<file path="src/hw/rtl/bepsc_pkg.sv">
// Shared types and codes for the endpoint pair stitcher.
// No dependencies.
`timescale 1ns / 1ps

package bepsc_pkg;

    localparam int MAX_EP_DEFAULT = 16;

    localparam logic [1:0] FUNC_LOAD  = 2'd0;
    localparam logic [1:0] FUNC_RUN   = 2'd1;
    localparam logic [1:0] FUNC_FETCH = 2'd2;

    localparam logic [1:0] ST_OK      = 2'd0;
    localparam logic [1:0] ST_DUP     = 2'd1;
    localparam logic [1:0] ST_OVF     = 2'd2;
    localparam logic [1:0] ST_NO_PAIR = 2'd3;

    localparam logic [6:0] PAIR_SAT = 7'd127;

    // key in the top bits, so a plain compare gives key, part, node order
    typedef struct packed {
        logic [63:0] key;
        logic [31:0] part;
        logic [31:0] node;
    } t_entry;

endpackage

</file>
<file path="src/hw/rtl/bepsc_ram.sv">
// Generic RAM: one write port, two registered read ports.
// No dependencies.
`timescale 1ns / 1ps

module bepsc_ram #(
    parameter int WIDTH = 8,
    parameter int DEPTH = 16
) (
    input  logic                     i_clk,
    input  logic                     i_we,
    input  logic [$clog2(DEPTH)-1:0] i_waddr,
    input  logic [WIDTH-1:0]         i_wdata,
    input  logic [$clog2(DEPTH)-1:0] i_raddr0,
    input  logic [$clog2(DEPTH)-1:0] i_raddr1,
    output logic [WIDTH-1:0]         o_rdata0,
    output logic [WIDTH-1:0]         o_rdata1
);

    logic [WIDTH-1:0] r_mem [DEPTH];

    always_ff @(posedge i_clk) begin
        if (i_we) begin
            r_mem[i_waddr] <= i_wdata;
        end
        o_rdata0 <= r_mem[i_raddr0];
        o_rdata1 <= r_mem[i_raddr1];
    end

endmodule

</file>
<file path="src/hw/rtl/boundary_endpoint_pair_stitcher_core.sv">
// Load: walk down from the top, shifting each larger entry up one slot; overflow status when the store is full.
// Run: overflow status after an overflow, else a duplicate scan over the adjacent pairs,
//   then the pair walk: one (a,b) probe at a time, moving to the next row when b runs out.
// Fetch: no-pair status with no pair pending, else read that pair, then walk to the next pair as above.
// One request at a time; the single two-read RAM port pair paces every step.
// Reset clears control state only; store contents are undefined, no clearing pass.
`timescale 1ns / 1ps

module boundary_endpoint_pair_stitcher_core
    import bepsc_pkg::*;
#(
    parameter int MAX_ENDPOINTS = MAX_EP_DEFAULT
) (
    input  logic        i_clk,
    input  logic        i_rst_n,
    input  logic        i_in_valid,
    output logic        o_in_ready,
    input  logic [1:0]  i_func,
    input  logic [63:0] i_boundary_key,
    input  logic [31:0] i_part_id,
    input  logic [31:0] i_node_id,
    output logic        o_out_valid,
    input  logic        i_out_ready,
    output logic [1:0]  o_status,
    output logic [6:0]  o_pair_count,
    output logic [31:0] o_first_node,
    output logic [31:0] o_second_node,
    output logic        o_pair_valid,
    output logic        o_last_pair
);

    localparam int AW = $clog2(MAX_ENDPOINTS);
    localparam int XW = $clog2(MAX_ENDPOINTS + 2);
    localparam logic [XW-1:0] CAP = XW'(MAX_ENDPOINTS);

    typedef enum logic [8:0] {
        S_IDLE    = 9'b000000001,
        S_LD_RD   = 9'b000000010,
        S_LD_CMP  = 9'b000000100,
        S_DUP_RD  = 9'b000001000,
        S_DUP_CMP = 9'b000010000,
        S_WK_RD   = 9'b000100000,
        S_WK_CMP  = 9'b001000000,
        S_FT_RD   = 9'b010000000,
        S_FT_CAP  = 9'b100000000
    } t_state;

    t_state        r_state, n_state;
    logic [XW-1:0] r_count, n_count;
    logic          r_ovf, n_ovf;
    logic          r_fetching, n_fetching;
    logic [XW-1:0] r_cf, n_cf, r_cs, n_cs;
    logic [XW-1:0] r_j, n_j;
    logic [XW-1:0] r_a, n_a, r_b, n_b;
    logic          r_count_mode, n_count_mode;
    logic [6:0]    r_pairs, n_pairs;
    logic          r_found, n_found;
    logic [XW-1:0] r_fa, n_fa, r_fb, n_fb;
    t_entry        r_new, n_new;

    logic          r_ov, n_ov;
    logic [1:0]    r_st, n_st;
    logic [6:0]    r_pc, n_pc;
    logic [31:0]   r_n1, n_n1, r_n2, n_n2;
    logic          r_pv, n_pv, r_lp, n_lp;

    logic          ram_we;
    logic [AW-1:0] ram_wa, ram_ra0, ram_ra1;
    t_entry        ram_wd, rd0, rd1;
    logic          in_acc;

    bepsc_ram #(.WIDTH($bits(t_entry)), .DEPTH(MAX_ENDPOINTS)) u_store (
        .i_clk    (i_clk),
        .i_we     (ram_we),
        .i_waddr  (ram_wa),
        .i_wdata  (ram_wd),
        .i_raddr0 (ram_ra0),
        .i_raddr1 (ram_ra1),
        .o_rdata0 (rd0),
        .o_rdata1 (rd1)
    );

    assign o_in_ready = (r_state == S_IDLE) && !r_ov;
    assign in_acc     = i_in_valid && o_in_ready;

    always_comb begin
        n_state      = r_state;
        n_count      = r_count;
        n_ovf        = r_ovf;
        n_fetching   = r_fetching;
        n_cf         = r_cf;
        n_cs         = r_cs;
        n_j          = r_j;
        n_a          = r_a;
        n_b          = r_b;
        n_count_mode = r_count_mode;
        n_pairs      = r_pairs;
        n_found      = r_found;
        n_fa         = r_fa;
        n_fb         = r_fb;
        n_new        = r_new;
        n_ov         = r_ov && !i_out_ready;
        n_st         = r_st;
        n_pc         = r_pc;
        n_n1         = r_n1;
        n_n2         = r_n2;
        n_pv         = r_pv;
        n_lp         = r_lp;
        ram_we       = 1'b0;
        ram_wa       = r_j[AW-1:0];
        ram_wd       = r_new;
        ram_ra0      = r_a[AW-1:0];
        ram_ra1      = r_b[AW-1:0];

        unique case (r_state)
            S_IDLE: begin
                if (in_acc) begin
                    n_ov = 1'b1;
                    n_st = ST_OK;
                    n_pc = '0;
                    n_n1 = '0;
                    n_n2 = '0;
                    n_pv = 1'b0;
                    n_lp = 1'b0;
                    n_ov = 1'b0;
                    unique case (i_func)
                        FUNC_LOAD: begin
                            if (r_fetching) begin
                                n_count    = '0;
                                n_ovf      = 1'b0;
                                n_fetching = 1'b0;
                                n_cf       = '0;
                                n_cs       = '0;
                                n_new      = '{i_boundary_key, i_part_id, i_node_id};
                                n_j        = '0;
                                n_state    = S_LD_RD;
                            end else if (r_count >= CAP) begin
                                n_ovf = 1'b1;
                                n_st  = ST_OVF;
                                n_ov  = 1'b1;
                            end else begin
                                n_new   = '{i_boundary_key, i_part_id, i_node_id};
                                n_j     = r_count;
                                n_state = S_LD_RD;
                            end
                        end
                        FUNC_RUN: begin
                            if (r_ovf) begin
                                n_st       = ST_OVF;
                                n_ov       = 1'b1;
                                n_count    = '0;
                                n_ovf      = 1'b0;
                                n_fetching = 1'b0;
                                n_cf       = '0;
                                n_cs       = '0;
                            end else begin
                                n_j     = XW'(1);
                                n_state = S_DUP_RD;
                            end
                        end
                        FUNC_FETCH: begin
                            if (!r_fetching) begin
                                n_st = ST_NO_PAIR;
                                n_ov = 1'b1;
                            end else begin
                                n_state = S_FT_RD;
                            end
                        end
                        default: begin
                            n_ov = 1'b1;
                        end
                    endcase
                end
            end

            // walk down from the top, shifting larger entries up by one
            S_LD_RD: begin
                ram_ra0 = AW'(r_j - 1'b1);
                if (r_j == '0) begin
                    ram_we  = 1'b1;
                    n_count = XW'(r_count + 1'b1);
                    n_ov    = 1'b1;
                    n_state = S_IDLE;
                end else begin
                    n_state = S_LD_CMP;
                end
            end

            S_LD_CMP: begin
                ram_we = 1'b1;
                if (rd0 > r_new) begin
                    ram_wd  = rd0;
                    n_j     = XW'(r_j - 1'b1);
                    n_state = S_LD_RD;
                end else begin
                    n_count = XW'(r_count + 1'b1);
                    n_ov    = 1'b1;
                    n_state = S_IDLE;
                end
            end

            S_DUP_RD: begin
                ram_ra0 = AW'(r_j - 1'b1);
                ram_ra1 = r_j[AW-1:0];
                if (r_j >= r_count) begin
                    n_a          = '0;
                    n_b          = XW'(1);
                    n_pairs      = '0;
                    n_found      = 1'b0;
                    n_count_mode = 1'b1;
                    n_state      = S_WK_RD;
                end else begin
                    n_state = S_DUP_CMP;
                end
            end

            S_DUP_CMP: begin
                if (rd0 == rd1) begin
                    n_st       = ST_DUP;
                    n_ov       = 1'b1;
                    n_count    = '0;
                    n_ovf      = 1'b0;
                    n_fetching = 1'b0;
                    n_cf       = '0;
                    n_cs       = '0;
                    n_state    = S_IDLE;
                end else begin
                    n_j     = XW'(r_j + 1'b1);
                    n_state = S_DUP_RD;
                end
            end

            S_WK_RD: begin
                if (r_a >= r_count) begin
                    n_ov    = 1'b1;
                    n_state = S_IDLE;
                    if (r_count_mode && r_found) begin
                        n_pc       = r_pairs;
                        n_cf       = r_fa;
                        n_cs       = r_fb;
                        n_fetching = 1'b1;
                    end else begin
                        n_pc       = r_pairs;
                        n_lp       = !r_count_mode;
                        n_count    = '0;
                        n_ovf      = 1'b0;
                        n_fetching = 1'b0;
                        n_cf       = '0;
                        n_cs       = '0;
                    end
                end else if (r_b >= r_count) begin
                    n_a = XW'(r_a + 1'b1);
                    n_b = XW'(r_a + 2'd2);
                end else begin
                    n_state = S_WK_CMP;
                end
            end

            S_WK_CMP: begin
                n_state = S_WK_RD;
                if (rd0.key != rd1.key) begin
                    n_a = XW'(r_a + 1'b1);
                    n_b = XW'(r_a + 2'd2);
                end else if (rd0.part != rd1.part) begin
                    if (r_count_mode) begin
                        if (r_pairs != PAIR_SAT) begin
                            n_pairs = r_pairs + 7'd1;
                        end
                        if (!r_found) begin
                            n_found = 1'b1;
                            n_fa    = r_a;
                            n_fb    = r_b;
                        end
                        n_b = XW'(r_b + 1'b1);
                    end else begin
                        n_cf    = r_a;
                        n_cs    = r_b;
                        n_ov    = 1'b1;
                        n_state = S_IDLE;
                    end
                end else begin
                    n_b = XW'(r_b + 1'b1);
                end
            end

            S_FT_RD: begin
                ram_ra0 = r_cf[AW-1:0];
                ram_ra1 = r_cs[AW-1:0];
                n_state = S_FT_CAP;
            end

            S_FT_CAP: begin
                n_n1         = rd0.node;
                n_n2         = rd1.node;
                n_pv         = 1'b1;
                n_a          = r_cf;
                n_b          = XW'(r_cs + 1'b1);
                n_pairs      = '0;
                n_count_mode = 1'b0;
                n_state      = S_WK_RD;
            end

            default: begin
                n_state = S_IDLE;
            end
        endcase
    end

    always_ff @(posedge i_clk) begin
        if (!i_rst_n) begin
            r_state    <= S_IDLE;
            r_count    <= '0;
            r_ovf      <= 1'b0;
            r_fetching <= 1'b0;
            r_cf       <= '0;
            r_cs       <= '0;
            r_ov       <= 1'b0;
        end else begin
            r_state    <= n_state;
            r_count    <= n_count;
            r_ovf      <= n_ovf;
            r_fetching <= n_fetching;
            r_cf       <= n_cf;
            r_cs       <= n_cs;
            r_ov       <= n_ov;
        end
    end

    always_ff @(posedge i_clk) begin
        r_j          <= n_j;
        r_a          <= n_a;
        r_b          <= n_b;
        r_count_mode <= n_count_mode;
        r_pairs      <= n_pairs;
        r_found      <= n_found;
        r_fa         <= n_fa;
        r_fb         <= n_fb;
        r_new        <= n_new;
        r_st         <= n_st;
        r_pc         <= n_pc;
        r_n1         <= n_n1;
        r_n2         <= n_n2;
        r_pv         <= n_pv;
        r_lp         <= n_lp;
    end

    assign o_out_valid   = r_ov;
    assign o_status      = r_st;
    assign o_pair_count  = r_pc;
    assign o_first_node  = r_n1;
    assign o_second_node = r_n2;
    assign o_pair_valid  = r_pv;
    assign o_last_pair   = r_lp;

endmodule

</file>
<file path="config.mk">
export PLATFORM = sky130hd
export DESIGN_NAME = boundary_endpoint_pair_stitcher_core
export DESIGN_NICKNAME = d
export VERILOG_FILES = /design/src/hw/rtl/bepsc_pkg.sv /design/src/hw/rtl/bepsc_ram.sv /design/src/hw/rtl/boundary_endpoint_pair_stitcher_core.sv
export SDC_FILE = /design/constraint.sdc
export NUM_CORES = 2
export LEC_CHECK = 0
export BUFFER_PORTS_ARGS = -buffer_cell sky130_fd_sc_hd__buf_2
export CAP_MARGIN = 30
export CORE_ASPECT_RATIO = 0.5
export CORE_MARGIN = 3
export CORE_UTILIZATION = 60
export CTS_CLUSTER_SIZE = 16
export DETAILED_ROUTE_END_ITERATION = 7
export PLACE_DENSITY = 0.88
export SYNTH_ARGS = -nofsm -noshare
export SYNTH_HDL_FRONTEND = slang
export SYNTH_HIERARCHICAL = 1
export SYNTH_SLANG_ARGS = --single-unit
</file>
<file path="constraint.sdc">
create_clock -name i_clk -period 16.1 [get_ports i_clk]
set_clock_uncertainty 0.1 [all_clocks]
set_input_delay 1.61 -clock i_clk [delete_from_list [all_inputs] [get_ports i_clk]]
set_output_delay 1.61 -clock i_clk [all_outputs]
set_load 0.01 [all_outputs]
</file>
* Word-level counts from Yosys, hierarchy flattened
Memories as Yosys holds them, arrays and structs flattened. A register that Yosys moved wholly into a read port is not among the register bits. Cells that the tools add are included.
Storage, ports and cells: input port bits 134, memories kept 1, bits in writable memories 2048, word-level logic and storage cells 249, bits in registers 264, output and inout bits 77
Memory list:
- u_store.r_mem | depth 16, width 128, rd ports 2, clocked after memory_dff 2, wr ports 1, line bepsc_ram.sv:19 | logic [WIDTH-1:0] r_mem [DEPTH];
Operators by class: bitwise operators 2, $lt $le $gt $ge 5, muxes and demuxes 128, add/subtract/negate cells 8, equality and inequality tests 43, reduce and logical (&&, ||, !) cells 38
Operators by type and width (number):
- $mux 128 | 4
- $mux 5 | 34
- $eq 128x128->1 | 1
- $gt 128x128->1 | 1
- $pmux 32 s2 | 2
- $pmux 9 s9 | 1
- $pmux 5 s4 | 4
- $ne 64x64->1 | 1
- $mux 9 | 7
- $mux 7 | 7
- $ne 2x2->1 const B | 18
- $mux 1 | 33
- $mux 32 | 1
- $ne 32x32->1 | 1
- $pmux 9 s3 | 1
- $add 5x1->5 const B | 5
- $pmux 5 s5 | 1
- $mux 6 | 4
- $pmux 7 s3 | 1
- $pmux 5 s2 | 2
- $reduce_and 10->1 | 2
- $reduce_and 5->1 | 4
- $reduce_and 6->1 | 3
- $pmux 4 s2 | 2
- 45 further kinds | 84

* Longest topological paths before layout
depth after elaboration 6, depth in mapped cells 17, depth with buffers taken out 11

* By module
Netlist, hierarchy kept.
Modules (own cells, without submodules):
- bepsc_ram | sequential area each 66623.9 µm², cells each 4186, times used 1, area each 97522.3 µm²
- boundary_endpoint_pair_stitcher_core | sequential area each 7657.3 µm², cells each 1665, times used 1, area each 16563.4 µm²

* Worst setup path before layout
OpenSTA, ideal clock, no wires.
kind register to register, start point register r_j[0], end point memory u_store/r_mem[0][0] in the netlist's numbering, enable pin, arrival time 10.793 ns, stages on the path, launching flop included 8, library setup time 0.772 ns, slack 4.436 ns, buffers on the path 0, required time 15.228 ns, period minus slack after synthesis 11.664 ns, cell sequence edfxtp_1 inv_1 ha_1 nand2b_1 or3_1 o21ai_0 or3b_2 nor3_1
Between the ends: longest elaborated chain between the ends 5
RTL lines:
- start: declaration | line boundary_endpoint_pair_stitcher_core.sv:53 | logic [XW-1:0] r_j, n_j;
- start signal: assignment | line boundary_endpoint_pair_stitcher_core.sv:330 | r_j <= n_j;
- $logic_not 5->1 | line boundary_endpoint_pair_stitcher_core.sv:179 | if (r_j == '0) begin
- $mux 1 | line boundary_endpoint_pair_stitcher_core.sv:179
- $pmux 1 s2 | line boundary_endpoint_pair_stitcher_core.sv:115 | unique case (r_state)
- via ram_we | line boundary_endpoint_pair_stitcher_core.sv:67 | logic ram_we;
- $mux 1 | line bepsc_ram.sv:22 | if (i_we) begin
- $mux 1 (implied by the code) | line bepsc_ram.sv:23 | r_mem[i_waddr] <= i_wdata;
- end: declaration | line bepsc_ram.sv:19
The timed path passes the listed nets, and every way through them passes these cells.

* Final worst setup path
start point register r_state[0], end point register u_store.o_rdata1[91], read port of u_store.r_mem
Between the ends: longest elaborated chain between the ends 2, elaborated cells on any way between the ends 3, those cells by class eq/ne: 2; mux: 1
RTL lines:
- start: declaration | line boundary_endpoint_pair_stitcher_core.sv:48 | t_state r_state, n_state;
- start signal: assignment | line boundary_endpoint_pair_stitcher_core.sv:319 | r_state <= n_state;
- $eq 9x8->1 or $eq 9x4->1 (tied branches) | line boundary_endpoint_pair_stitcher_core.sv:115
- $pmux 4 s2 * | line boundary_endpoint_pair_stitcher_core.sv:115
- via ram_ra1[0] | line boundary_endpoint_pair_stitcher_core.sv:68 | logic [AW-1:0] ram_wa, ram_ra0, ram_ra1;
- end: declaration | line bepsc_ram.sv:16 | output logic [WIDTH-1:0] o_rdata1
Mark *: on every way through the listed nets, which the timed path passes. The rest lies on a longest branch. A chain may end at the register's enable or synchronous reset.

==> metrics.md <==
| Metric | Value |
|---|---|
| DRC Markers | `22` |
| Io pins | `around 210` |
| Seq pwr share | `roughly half` |
| Area of the multi-input gates | `between 0.03 and 0.04 mm2` |
| Pre-antenna DRT Iters | `8` |
| Most used routing layer | `met2` |
| Most used cell, CP | `buf_4` |
| Sequential share of the synthesized area | `roughly two thirds` |
| Via-to-Cell Ratio | `about 7.8` |
| Core ar. | `around 0.19 mm2` |
| Core Rows | `112` |
| Setup crit end kind | `register` |
| Met3 Use GR | `about a tenth` |
| Total CTS buffers | `218` |
| H-tree Lvls | `4` |
| CP peak stage delay | `between 800 and 900 ps` |
| CTS Buffer Depth | `4` |
| Async S/R FF share, synth | `0%` |
| Top cell family by delay on the critical path | `buffers and inverters` |
| Pleak | `approximately 42 nW` |
| Clk_lat worst skew | `just over 900 ps` |
| Initial DRC count | `roughly 13000` |
| Mapped Area | `between 0.1 and 0.15 mm2` |
| GRT overflow | `0` |
| Comb pwr share | `a little over an eighth` |
| Max-slew violation count | `0` |
| Crit Path Category | `register to register` |
| CTS tree | `built` |
| Fmax | `approximately 140 MHz` |
| DIE AREA | `slightly below 0.2 mm2` |
| Initial antenna violation count | `15` |
| Failing checks | `DRC` |
| Final hold vios | `0` |
| Syn Inst Count | `5851` |
| Vias in the first global route | `~70000` |
| DIE HEIGHT | `314 um` |
| Crit path DAT | `around 7600 ps` |
| Primary FF master, synth | `edfxtp_1` |
| Clock power frac | `between 30% and 40%` |
| Max FO, Critical Path | `117` |
| Total power | `approximately 15 mW` |
| YS warnings | `6` |
| Worst path slowest cell | `buf_4` |
| CP bufs+invs | `4` |
| Most frequent cells in the layout | `2285 x edfxtp_1, 1178 x mux4_2, 283 x dfxtp_1, 266 x buf_2, 218 x clkbuf_16` |
| Root Driver | `clkbuf_16` |
| Final Net Count | `about 6500` |
| Outcome | `complete, but fails checks` |
| # Max-Cap Violations | `0` |
| Seq cells post-synth | `~2600` |
| Final setup vio count | `0` |
| Psw | `between 3 and 4 mW` |
| Syn Area/Cell | `approximately 19 um2` |
| Cell internal pwr | `between 10 and 15 mW` |
| Drt wl/cell | `just under 40 um` |
| Post-CTS Hold Buffers | `0` |
| Largest net degree at the start of global routing | `~140` |
| ANT nets after route | `0` |
| Max IR drop VDD | `0.0906 mV` |
| Share of layout cells above drive strength 1 | `~31%` |
| Total GRT Usage | `between 30% and 40%` |
| Final TNS setup | `0 ps` |
| Final HPWL DP | `173000 um` |
| Met2 Use GR | `52.9%` |
| Clock slew seen by the registers of the worst setup and hold paths | `70 ps` |
| Period minus WS final | `between 7000 and 8000 ps` |
| Area growth syn-to-layout | `10.5%` |
| Grt met1 use | `42.5%` |
| Number of setup buffers added after CTS | `0` |
| Sw Share | `around a quarter` |
| Worst-Margin Slew | `1200 ps` |
| First-pass GRT wire length | `around 480000 um` |
| EDFF count, synth | `between 2000 and 2500` |
| Fillcell total | `between 10000 and 15000` |
| Number of port buffers | `between 200 and 250` |
| Hold Path Class | `register to register` |
| PD cells | `around 120 mW/mm2` |
| Synthesized net count | `6142` |
| Register cell area after layout | `between 0.07 and 0.08 mm2` |
| DR vias | `slightly below 70000` |
| Crit path required time | `between 15000 and 20000 ps` |
| Die Width | `a little over 600 um` |
| Fin crit share | `between 40% and 50%` |
| Post-synth cell types | `76` |
| CTS sink cnt | `between 2000 and 3000` |
| Routed WL | `roughly 340000 um` |
| Crit path launch type | `register` |
| Most common cell after layout, fill and taps aside | `edfxtp_1` |
| Post_cts resized | `0` |
| RSZ-0062 raised after global routing | `false` |
| Slew HR | `between 10% and 20%` |
| Initial Util | `approximately 60%` |
| Crit-path cells | `nor3_1, nor3b_2, and4b_1, a22oi_1, nand2_4, buf_12, buf_4, buf_4, buf_4, mux4_2, nor2b_1, a211oi_1, a21oi_1` |
| GPL Wtd Cong | `roughly 0.9` |
==> power groups by stage <==
stage / clock (mW) / sequential [mW] / combinational, mW
6_report: 5.35 / 7.61 / 2.00
5_1_grt: 5.58 / 7.62 / 2.08
4_1_cts: 5.31 / 7.61 / 1.93
3_5_place_dp: 0 / 7.75 / 1.87
3_3_place_gp: 0 / 7.74 / 1.78
2_1_floorplan: 0 / 7.73 / 1.29
==> final cells by class <==
| cell class | instances | area share [%] |
|---|---|---|
| clock buffer | 320 | 4.85 |
| multi-input combinational | 2762 | 30.0 |
| sequential | 2568 | 58.9 |
| timing repair buffer | 455 | 2.65 |
| inverter | 154 | 0.459 |
| tap | 2508 | 2.49 |
| clock inverter | 76 | 0.633 |
| antenna | 12 | 0.0238 |
==> worst register-to-register path: stages, from the launching register on <==
cell and delay (ps):
dfxtp_1 400, nor3_1 340, nor3b_2 480, and4b_1 430, a22oi_1 180, nand2_4 470
buf_12 750, buf_4 1010, buf_4 720, buf_4 760, mux4_2 610, nor2b_1 170
a211oi_1 370, a21oi_1 90
==> kinds of logic (layout without fill, tap and decap cells) <==
logic type	Yosys count	count (layout)	synth area share, %
compound gates	518	518	2.77
mux	1307	1307	24.4
xor+xnor	146	146	1.12
flops	2568	2568	65.1
simple gates	634	634	2.91
other cells	0	12	0
buf+inv	521	1005	1.99
fa+ha+maj	157	157	1.72
==> cell usage after synthesis, types with 4 or more instances <==
cell      number  area [um2]
buf_4          9        67.6
or3_1          4        25.0
nand2b_1      10        62.6
o211ai_1       4        30.0
and2_1        74         463
edfxtp_1    2285       68600
a21oi_1      149         746
o32ai_1       22         193
o22ai_1       24         150
nand4_1       52         325
dfxtp_1      283        5670
nor4_1        32         200
xor2_1        69         604
nor4b_1        4        35.0
inv_1        153         574
clkbuf_1     170         638
mux2i_1      128        1280
mux4_2      1178       26500
a221o_1       11         110
a22oi_1       10        75.1
a211oi_1      62         465
nor2b_1       76         475
nor3_1        31         155
nand2_1      204         766
xnor2_1       77         674
a21o_1        21         158
nand3_1       42         210
a221oi_1      12         105
buf_6         13         146
and3_1         8        50.1
buf_2        142         711
buf_1         33         124
nor2_1        66         248
ha_1         157        1960
o21ai_0      172         861
and4_1         5        43.8
==> path summary, 6_finish.rpt <==
| kind | slack [ps] | endpoint | depth (start not counted) | from |
|---|---|---|---|---|
| worst max-delay path | 9090 | u_store/o_rdata1[91] | 13 | r_state[0] |
| worst min-delay path | 440 | r_cs[4] | 2 | r_cs[4] |
| worst max register to register | 9090 | u_store/o_rdata1[91] | 13 | r_state[0] |
| worst min register to register | 440 | r_cs[4] | 2 | r_cs[4] |
==> registers in the layout, summed over array words and instances (netlist names), 2 cells and up <==
signal / flops
r_j: 5
u_store/o_rdata0: 128
o_second_node: 32
o_pair_count: 7
r_fb: 5
r_fa: 5
r_new: 128
u_store/r_mem: 2048
r_pairs: 7
r_count: 5
o_first_node: 32
u_store/o_rdata1: 128
r_b: 5
r_cs: 5
r_a: 5
r_cf: 5
o_status: 2
r_state: 9
==> metrics by stage <==
stage          cell area, um2  worst slack, ps  cells  utilization [%]  hold slack (ps)
3_5_place_dp           119000             9160   8431             63.2              422
4_1_cts                126000             9060   8827             66.9              437
3_3_place_gp           118000             9280   8356             62.9              399
2_1_floorplan          114000             4440   5851                -              352
5_1_grt                126000             8370   8844             67.1              456
6_report               126000             9090   8855             67.1              436
==> routing by layer <==
layer  wire, um  vias to the layer above
li1           -                    25177
met1     103000                    34450
met2     161000                     7876
met3      51600                     1917
met4      25100                       10
met5         68                        -
No activity file was read; power rests on OpenSTA's default activity.
